File: config.mk
export PLATFORM = sky130hd
export DESIGN_NAME = aes_ctrl
export DESIGN_NICKNAME = d
export VERILOG_FILES = /design/src/hdl/aes_pkg.sv /design/src/hdl/aes_ctrl.sv
export SDC_FILE = /design/constraint.sdc
export NUM_CORES = 1
export LEC_CHECK = 0
export ABC_AREA = 1
export BUFFER_PORTS_ARGS = -buffer_cell sky130_fd_sc_hd__buf_2
export CAP_MARGIN = 15
export CORE_AREA = 2 2 39 41
export DETAILED_ROUTE_END_ITERATION = 12
export DIE_AREA = 0 0 41 43
export PLACE_DENSITY = 0.43
export SETUP_SLACK_MARGIN = 0.02
export SLEW_MARGIN = 10
export SYNTH_ARGS = -nofsm -noshare
export SYNTH_HDL_FRONTEND = slang
export SYNTH_SLANG_ARGS = --single-unit
File: constraint.sdc
create_clock -name clock -period 1.02 [get_ports clock]
set_input_delay 0.204 -clock clock [delete_from_list [all_inputs] [get_ports clock]]
set_output_delay 0.204 -clock clock [all_outputs]
set_load 0.03 [all_outputs]
File: src/hdl/aes_pkg.sv
// Package for the AES-128 block encryptor: widths, S-box, GF(2^8) helpers,
// controller command and status structs. Depends on nothing.
package aes_pkg;

   localparam int unsigned Rounds   = 10;
   localparam int unsigned RoundW   = 4;   // holds 0..Rounds
   localparam int unsigned AddrW    = 4;   // csr byte address, registers at 8*i

   localparam logic [AddrW-1:0] ADDR_KEY_HIGH = 4'h0;
   localparam logic [AddrW-1:0] ADDR_KEY_LOW  = 4'h8;

   typedef struct packed {
      logic load;       // take plaintext and key words, add round key 0
      logic round;      // run one round
      logic last;       // final round, skip MixColumns
   } cmd_type;

   typedef struct packed {
      logic [RoundW-1:0] round;
   } status_type;

   function automatic logic [7:0] sbox(input logic [7:0] x);
      logic [7:0] t [256];
      t = '{
         8'h63,8'h7c,8'h77,8'h7b,8'hf2,8'h6b,8'h6f,8'hc5,8'h30,8'h01,8'h67,8'h2b,8'hfe,8'hd7,8'hab,8'h76,
         8'hca,8'h82,8'hc9,8'h7d,8'hfa,8'h59,8'h47,8'hf0,8'had,8'hd4,8'ha2,8'haf,8'h9c,8'ha4,8'h72,8'hc0,
         8'hb7,8'hfd,8'h93,8'h26,8'h36,8'h3f,8'hf7,8'hcc,8'h34,8'ha5,8'he5,8'hf1,8'h71,8'hd8,8'h31,8'h15,
         8'h04,8'hc7,8'h23,8'hc3,8'h18,8'h96,8'h05,8'h9a,8'h07,8'h12,8'h80,8'he2,8'heb,8'h27,8'hb2,8'h75,
         8'h09,8'h83,8'h2c,8'h1a,8'h1b,8'h6e,8'h5a,8'ha0,8'h52,8'h3b,8'hd6,8'hb3,8'h29,8'he3,8'h2f,8'h84,
         8'h53,8'hd1,8'h00,8'hed,8'h20,8'hfc,8'hb1,8'h5b,8'h6a,8'hcb,8'hbe,8'h39,8'h4a,8'h4c,8'h58,8'hcf,
         8'hd0,8'hef,8'haa,8'hfb,8'h43,8'h4d,8'h33,8'h85,8'h45,8'hf9,8'h02,8'h7f,8'h50,8'h3c,8'h9f,8'ha8,
         8'h51,8'ha3,8'h40,8'h8f,8'h92,8'h9d,8'h38,8'hf5,8'hbc,8'hb6,8'hda,8'h21,8'h10,8'hff,8'hf3,8'hd2,
         8'hcd,8'h0c,8'h13,8'hec,8'h5f,8'h97,8'h44,8'h17,8'hc4,8'ha7,8'h7e,8'h3d,8'h64,8'h5d,8'h19,8'h73,
         8'h60,8'h81,8'h4f,8'hdc,8'h22,8'h2a,8'h90,8'h88,8'h46,8'hee,8'hb8,8'h14,8'hde,8'h5e,8'h0b,8'hdb,
         8'he0,8'h32,8'h3a,8'h0a,8'h49,8'h06,8'h24,8'h5c,8'hc2,8'hd3,8'hac,8'h62,8'h91,8'h95,8'he4,8'h79,
         8'he7,8'hc8,8'h37,8'h6d,8'h8d,8'hd5,8'h4e,8'ha9,8'h6c,8'h56,8'hf4,8'hea,8'h65,8'h7a,8'hae,8'h08,
         8'hba,8'h78,8'h25,8'h2e,8'h1c,8'ha6,8'hb4,8'hc6,8'he8,8'hdd,8'h74,8'h1f,8'h4b,8'hbd,8'h8b,8'h8a,
         8'h70,8'h3e,8'hb5,8'h66,8'h48,8'h03,8'hf6,8'h0e,8'h61,8'h35,8'h57,8'hb9,8'h86,8'hc1,8'h1d,8'h9e,
         8'he1,8'hf8,8'h98,8'h11,8'h69,8'hd9,8'h8e,8'h94,8'h9b,8'h1e,8'h87,8'he9,8'hce,8'h55,8'h28,8'hdf,
         8'h8c,8'ha1,8'h89,8'h0d,8'hbf,8'he6,8'h42,8'h68,8'h41,8'h99,8'h2d,8'h0f,8'hb0,8'h54,8'hbb,8'h16};
      return t[x];
   endfunction

   function automatic logic [7:0] xtime(input logic [7:0] x);
      return {x[6:0], 1'b0} ^ (x[7] ? 8'h1b : 8'h00);
   endfunction

endpackage

File: src/hdl/aes_ctrl.sv
// Sequencer for the AES-128 encryptor: handshake and round sequencing.
// Depends on aes_pkg.
module aes_ctrl (
   input  logic                  clock,
   input  logic                  reset,
   input  logic                  req_valid,
   output logic                  req_stall,
   output logic                  rsp_valid,
   input  logic                  rsp_stall,
   output aes_pkg::cmd_type      cmd,
   input  aes_pkg::status_type   status
);
   localparam logic [1:0] ST_IDLE = 2'd0;
   localparam logic [1:0] ST_RUN  = 2'd1;
   localparam logic [1:0] ST_DONE = 2'd2;

   logic [1:0] state_ff, state_in;
   logic       accept;

   assign req_stall = (state_ff != ST_IDLE);
   assign rsp_valid = (state_ff == ST_DONE);
   assign accept    = req_valid && (state_ff == ST_IDLE);

   always_comb begin
      cmd       = '0;
      cmd.load  = accept;
      cmd.round = (state_ff == ST_RUN);
      cmd.last  = (state_ff == ST_RUN) &&
                  (status.round == aes_pkg::RoundW'(aes_pkg::Rounds));
      state_in  = state_ff;
      unique case (state_ff)
         ST_IDLE: if (accept) state_in = ST_RUN;
         ST_RUN:  if (cmd.last) state_in = ST_DONE;
         ST_DONE: if (!rsp_stall) state_in = ST_IDLE;
         default: state_in = ST_IDLE;
      endcase
   end

   always_ff @(posedge clock) begin
      if (reset) state_ff <= ST_IDLE;
      else       state_ff <= state_in;
   end
endmodule

Word-level counts from Yosys, hierarchy flattened --
Cells that the tools add are included. W data, S select, Z words.
Operators by class: eq/ne operators 6, multiplexer cells 4, reductions and logical operators 5
Operators by type and width (number):
- $mux W2 | 3
- $ne A2 B2 Y1 const B | 3
- $pmux W2 S3 | 1
- $eq A4 B4 Y1 const B | 1
- $reduce_and A3 Y1 | 1
- $eq A2 B1 Y1 const B | 1
- $eq A2 B2 Y1 const B | 1
- $logic_and A1 B1 Y1 | 2
- $logic_not A2 Y1 | 1
- $reduce_bool A2 Y1 | 1
Storage, ports and cells: bits in registers 2, input port bits 8, output and inout bits 5, word-level logic and storage cells 16

Longest topological paths before layout --
Gate-level depths: netlist (run 1).
depth after elaboration 4, gate-level depth with buffers 5

Least setup slack after synthesis (run 1) --
Ideal clock, no wire load.
kind reg2out, from register state_ff[1], to output port cmd[2] (netlist bit), arrival time 0.874 ns, required time 0.816 ns, slack -0.058 ns, cell stages (with the launch flop) 5, path buffers 1, path through dfxtp_1 > nor2_1 > inv_1 > nor2_1 > buf_4
Between the ends: cells in the longest elaborated chain, start to end 2
RTL lines:
- start: declaration | line aes_ctrl.sv:17 | logic [1:0] state_ff, state_in;
- start signal: assignment | line aes_ctrl.sv:41 | else state_ff <= state_in;
- $logic_not A2 Y1 | line aes_ctrl.sv:22 | assign accept = req_valid && (state_ff == ST_IDLE);
- $logic_and A1 B1 Y1 | line aes_ctrl.sv:22
- end: declaration | line aes_ctrl.sv:10 | output aes_pkg::cmd_type cmd,
Every way passes these cells.

==> results of run 1 <==
final cells by class:
cell class              count  area (µm²)  share of cell area, %
clock buffers               3        22.5                   7.06
inverters                   7        26.3                   8.24
multi-input cells          13        81.3                   25.5
flip-flops and latches      2        42.5                   13.3
well taps                  16        20.0                   6.27
repair buffers             17         126                   39.6
synthesized netlist by cell type:
master | number | share of area (%)
a21oi_2 | 1 | 5.6
o211ai_1 | 1 | 4.8
nor2_2 | 1 | 4.0
nor2_1 | 5 | 12
dfxtp_1 | 2 | 26
nand2_1 | 3 | 7.3
inv_2 | 2 | 4.8
nor2_4 | 1 | 7.3
inv_1 | 5 | 12
buf_4 | 2 | 9.7
nand3_2 | 1 | 6.5
worst max path at each step:
stage | startpoint | end | slack, ps | depth (start not counted)
global route | state_ff[0]$_SDFFE_PP0P_ | cmd[0] | -200 | 5
global placement | status[0] | cmd[0] | 20 | 5
detailed placement | status[0] | cmd[0] | 10 | 5
CTS | state_ff[0]$_SDFFE_PP0P_ | cmd[0] | -150 | 5
floorplan | state_ff[1]$_SDFFE_PP0P_ | state_ff[1]$_SDFFE_PP0P_ | -6 | 4
finish | state_ff[0]$_SDFFE_PP0P_ | cmd[0] | -140 | 5
metal layers:
layer / share of wire (%) / track usage, % / vias to the layer above
met4: 0 / 4.00 / 0
met3: 15 / 9.95 / 0
met2: 52 / 9.06 / 7
li1: - / - / 103
met1: 33 / 5.41 / 83
met5: 0 / 0 / -
per-stage QoR:
| step | power, mW | cell area [µm²] | instances | utilization [%] | setup WS, ps |
|---|---|---|---|---|---|
| floorplan | 0.140 | 155 | 24 | - | -5.87 |
| global placement | 0.162 | 235 | 52 | 17.0 | 17.4 |
| detailed placement | 0.162 | 235 | 52 | 17.0 | 10.4 |
| CTS | 0.359 | 312 | 58 | 22.5 | -153 |
| global route | 0.388 | 319 | 58 | 23.1 | -203 |
| finish | 0.353 | 319 | 58 | 23.1 | -143 |
cells by family (layout without fill, tap and decap cells):
| logic type | Yosys count | after routing | share of synthesized area, % |
|---|---|---|---|
| flops | 2 | 2 | 25.8 |
| simple gates | 11 | 11 | 37.1 |
| compound gates | 2 | 2 | 10.5 |
| buf+inv | 9 | 27 | 26.6 |
cells in the final DEF, fill, tap and decap left out, drive strengths merged:
| cell | synthesis | final |
|---|---|---|
| inv | 7 | 7 |
| buf | 2 | 17 |
| nand3 | 1 | 1 |
| nand2 | 3 | 3 |
| clkbuf | 0 | 3 |
| a21oi | 1 | 1 |
| o211ai | 1 | 1 |
| dfxtp | 2 | 2 |
| nor2 | 7 | 7 |
where the power goes:
group          leakage [nW]  total, mW  internal, mW  switching (mW)
Sequential           0.0171     0.0868        0.0832         0.00369
Clock                0.0138      0.178         0.130          0.0484
Combinational         0.139     0.0878        0.0391          0.0487
repair_timing:
| item | CTS | global route |
|---|---|---|
| pin swaps | 1 | 1 |
| buffers inserted | 3 | 2 |
| endpoints found under the setup margin | 5 | 6 |
| resized for setup | 12 | 2 |
| gates cloned | 0 | 0 |
==> flow_metrics.py, run 1 <==
metrics = {
    "status": {
        "outcome": "finished, violations left",
        "violations": "negative setup slack",
    },
    "timing": {
        "slew_headroom_pct": 89.1,
        "tns_ps": -546,
        "worst_slew_pin_slew_ps": 163,
        "setup_viol": 6,
        "holdWs_ps": 148,
        "setup_ws_ps": -143,
        "fin_crit_sh_pct": 114,
        "rsz0062_at_grt": "true",
        "hold_violations": 0,
        "maxSlewViolCount": 0,
        "finClkSkew_ps": 2.91,
        "min_period_ps": 1160,
        "achievable-frequency_mhz": 860,
    },
    "worst_setup_path": {
        "worstReg2RegStart": "state_ff[0]$_SDFFE_PP0P_",
        "cp_data_arrival_time_ps": 960,
        "path_class": "flop to primary output",
        "critPathMaxStageDelay_ps": 340,
        "worst_path_max_delay_cell": "dfxtp_2",
        "cp_max_fo": 3,
        "endpoint_kind": "primary output",
        "reg2regPathDepth": 7,
        "critical-path-top-delay-family": "flip-flops",
        "path_buf_inv": 3,
        "regToRegSetupSlack_ps": -70,
        "required_ps": 820,
        "path_cells": "inv_2 -> nor2_4 -> nand3_2 -> inv_2 -> buf_6",
        "reg2reg_to": "state_ff[1]$_SDFFE_PP0P_",
        "start_kind": "flop",
        "crit_path_frequent_cell": "inv_2",
    },
    "global_route": {
        "grt_use_total_pct": 7.11,
        "antenna_found_initial": 0,
        "grt_pass1_wl_um": 710,
        "grt_pass1_vias": 205,
        "grt_overflow": 0,
        "grt_max_degree": 4,
    },
    "final_layout": {
        "final_nets": 52,
        "largest_reg_flops": 2,
        "reg_top3": "state_ff: 2 flops",
        "drive_above_1_share_pct": 73.8,
        "antenna_cells": 0,
        "fill_cells": 163,
        "area_delta_synth_final_pct": 106,
        "largest_register": "state_ff",
    },
    "power_and_ir_drop": {
        "leakage_nw": 0.170,
        "p_per_area_nw_per_um2": 1110,
        "peakVddDrop_v": 0.000622,
    },
    "die": {
        "fp.dieW_um": 41,
        "initial_core_util_pct": 11.2,
        "die_area_um2": 1760,
        "die_y_um": 43,
        "ioPinCount": 13,
        "rows": 14,
        "core-area_um2": 1380,
    },
    "hold_path": {
        "whs_path_depth": 2,
        "min-delay-start": "reset",
        "hold_path_class": "primary input to flop",
        "hold_path_end": "state_ff[1]$_SDFFE_PP0P_",
    },
    "clocking": {
        "h-tree-depth": 1,
        "cts-hold-fix-buffers": 0,
        "clock_latency_ps": 230,
        "tritoncts": "built",
        "numCtsBuffers": 3,
        "cts_sinks": 2,
        "root_buffer": "clkbuf_4",
        "cts_buffer_depth": 2,
        "clkTransAtPathRegs_ps": 30,
    },
    "detailed_routing": {
        "wl_um": 414,
        "ant_nets": 0,
        "routedWlPerCell_um": 7.14,
        "vias": 193,
        "drtIter0Drc": 6,
        "via_per_inst": 3.33,
        "drc": 0,
        "drt_pre_antenna_iters": 2,
    },
    "place": {
        "gp_congestion": 0.638,
        "port_buffers": 12,
        "dp_hpwl_um": 310,
    },
    "logic_synthesis": {
        "synth_cell_types": 11,
        "ys_warn_count": 0,
        "syn_area_um2": 155,
        "ys_seq_elements": 2,
        "ys_seq_area_share_pct": 25.8,
        "synthesis.nets": 32,
        "syn_area_per_cell_um2": 6.46,
        "synth_cells": 24,
    },
    "flow_run": {
        "cap_viol_max_count": 0,
    },
}
No activity file was read; power rests on OpenSTA's default activity.
==> run 2, diff against run 1 <==
ABC_AREA = default   (was 1)
SETUP_SLACK_MARGIN = 0.3   (was 0.02)
==> flow_metrics.py, run 2 <==
metrics = {
    "status": {
        "outcome": "finished, violations left",
        "violations": "negative setup slack",
    },
    "global_route": {
        "grt_use_total_pct": 6.12,
        "grt_pass1_wl_um": 634,
        "grt_overflow": 0,
        "top_usage_layer": "met1",
        "grtUsageMet1_pct": 6.41,
        "use_met3_pct": 6.28,
        "grt_pass1_vias": 178,
        "grtUsageMet2_pct": 6.25,
        "antenna_found_initial": 0,
        "grt_max_degree": 6,
    },
    "timing": {
        "fin_crit_sh_pct": 119,
        "hold_violations": 0,
        "finClkSkew_ps": 2.90,
        "setup_viol": 5,
        "worst_slew_pin_slew_ps": 215,
        "rsz0062_at_grt": "true",
        "min_period_ps": 1210,
        "tns_ps": -730,
        "setup_ws_ps": -192,
        "holdWs_ps": 229,
        "maxSlewViolCount": 0,
        "achievable-frequency_mhz": 825,
        "slew_headroom_pct": 85.5,
    },
    "logic_synthesis": {
        "synth_cells": 17,
        "synthesis.nets": 25,
        "synth_cell_types": 11,
        "synth_edf_count": 0,
        "synth_top_area_share_pct": 26.9,
        "syn_area_per_cell_um2": 8.76,
        "yosysMostFrequentCell": "nor2_1",
        "ys.flop_type": "dfxtp_1",
        "synth_common_cells": "nor2_1, buf_4, dfxtp_1, nand4bb_1, or2_1",
        "ys_seq_elements": 2,
        "synth_top_cell_by_area": "dfxtp_1",
        "ys_top_cells_by_area": "dfxtp_1, nand4bb_1, o41ai_2, buf_4, or2_1",
        "ys_seq_area_share_pct": 26.9,
        "async_flop_share_pct": 0,
        "syn_area_um2": 149,
        "ys_warn_count": 0,
    },
    "detailed_routing": {
        "via_per_inst": 3.76,
        "wl_um": 437,
        "drtIter0Drc": 4,
        "routedWlPerCell_um": 8.57,
        "ant_nets": 0,
        "drt_pre_antenna_iters": 4,
        "vias": 192,
        "drc": 0,
    },
    "clocking": {
        "h-tree-depth": 1,
        "numCtsBuffers": 3,
        "tritoncts": "built",
        "cts_buffer_depth": 2,
        "root_buffer": "clkbuf_4",
        "clock_latency_ps": 220,
        "cts_sinks": 2,
        "clkTransAtPathRegs_ps": 30,
    },
    "worst_setup_path": {
        "path_class": "flop to primary output",
        "endpoint_kind": "primary output",
        "required_ps": 820,
        "start_kind": "flop",
        "cp_max_fo": 2,
        "cp_data_arrival_time_ps": 1010,
    },
    "final_layout": {
        "largest_reg_flops": 2,
        "final_core_util_pct": 26.8,
        "final_nets": 45,
        "mostFrequentLayoutCells": "buf_2, buf_6, nor2_4, clkbuf_4",
        "area_delta_synth_final_pct": 149,
        "drive_above_1_share_pct": 88.6,
        "reg_top3": "state_ff: 2 flops",
        "largest_register": "state_ff",
        "final_common_cell": "buf_2",
        "layoutNonFillerInstCount": 51,
        "fill_cells": 153,
        "antenna_cells": 0,
        "design_area_um2": 370,
    },
    "place": {
        "dp_slack_ps": -25.7,
        "placed_area_um2": 268,
        "gp_congestion": 0.550,
        "port_buffers": 12,
        "dp_cells": 45,
    },
    "die": {
        "core-area_um2": 1380,
        "die_area_um2": 1760,
        "rows": 14,
        "ioPinCount": 13,
        "fp.dieW_um": 41,
        "die_y_um": 43,
        "initial_core_util_pct": 10.8,
    },
    "power_and_ir_drop": {
        "peakVddDrop_v": 0.000345,
        "p_per_area_nw_per_um2": 1000,
        "p_total_mw": 0.371,
        "leakage_nw": 0.173,
    },
    "flow_run": {
        "cap_viol_max_count": 0,
    },
    "hold_path": {
        "hold_path_class": "primary input to flop",
    },
}
==> run 2: final timing paths <==
| check | from | endpoint | slack [ps] | cells past startpoint |
|---|---|---|---|---|
| worst max-delay path | state_ff[1]$_SDFFE_PP0P_ | cmd[2] | -190 | 3 |
| worst min-delay path | reset | state_ff[1]$_SDFFE_PP0P_ | 230 | 2 |
| worst max register to register | state_ff[1]$_SDFFE_PP0P_ | state_ff[1]$_SDFFE_PP0P_ | 50 | 5 |
| worst min register to register | state_ff[0]$_SDFFE_PP0P_ | state_ff[1]$_SDFFE_PP0P_ | 600 | 3 |
==> run 2: kinds of logic (layout without fill, tap and decap cells) <==
group / count (synthesis) / in the layout / synth area share [%]
AOI/OAI and AO/OA: 2 / 2 / 17.7
buffers and inverters: 4 / 22 / 15.1
DFF: 2 / 2 / 26.9
and+or+nand+nor: 9 / 9 / 40.3
==> run 2: final cells by class <==
| cell class | instances | area, µm² | share of cell area (%) |
|---|---|---|---|
| Timing Repair Buffer | 17 | 143 | 38.5 |
| Sequential cell | 2 | 42.5 | 11.5 |
| Inverter | 2 | 10.0 | 2.70 |
| Tap cell | 16 | 20.0 | 5.41 |
| Clock buffer | 3 | 22.5 | 6.08 |
| Multi-Input combinational cell | 11 | 133 | 35.8 |
==> run 2: report_power, final <==
part	internal [mW]	switching (mW)
clock network	0.130	0.0427
registers	0.0832	0.00497
logic	0.0574	0.0528
==> run 2: critical path: stages, from the launching register on <==
cell	delay, ps
dfxtp_2	320
or2_4	260
nor2_4	80
buf_6	130
==> run 2: routing by layer <==
| layer | part of all wire (%) | vias to the layer above |
|---|---|---|
| met5 | 0 | - |
| met4 | 0 | 0 |
| met3 | 16 | 0 |
| met2 | 42 | 15 |
| met1 | 43 | 83 |
| li1 | - | 94 |
==> run 2: what timing repair did <==
item | CTS | global route
resized for setup | 13 | 4
hold buffers | 0 | 0
buffers inserted | 2 | 1
pin swaps | 5 | 2
endpoints found under the setup margin | 7 | 7
cloned | 0 | 0
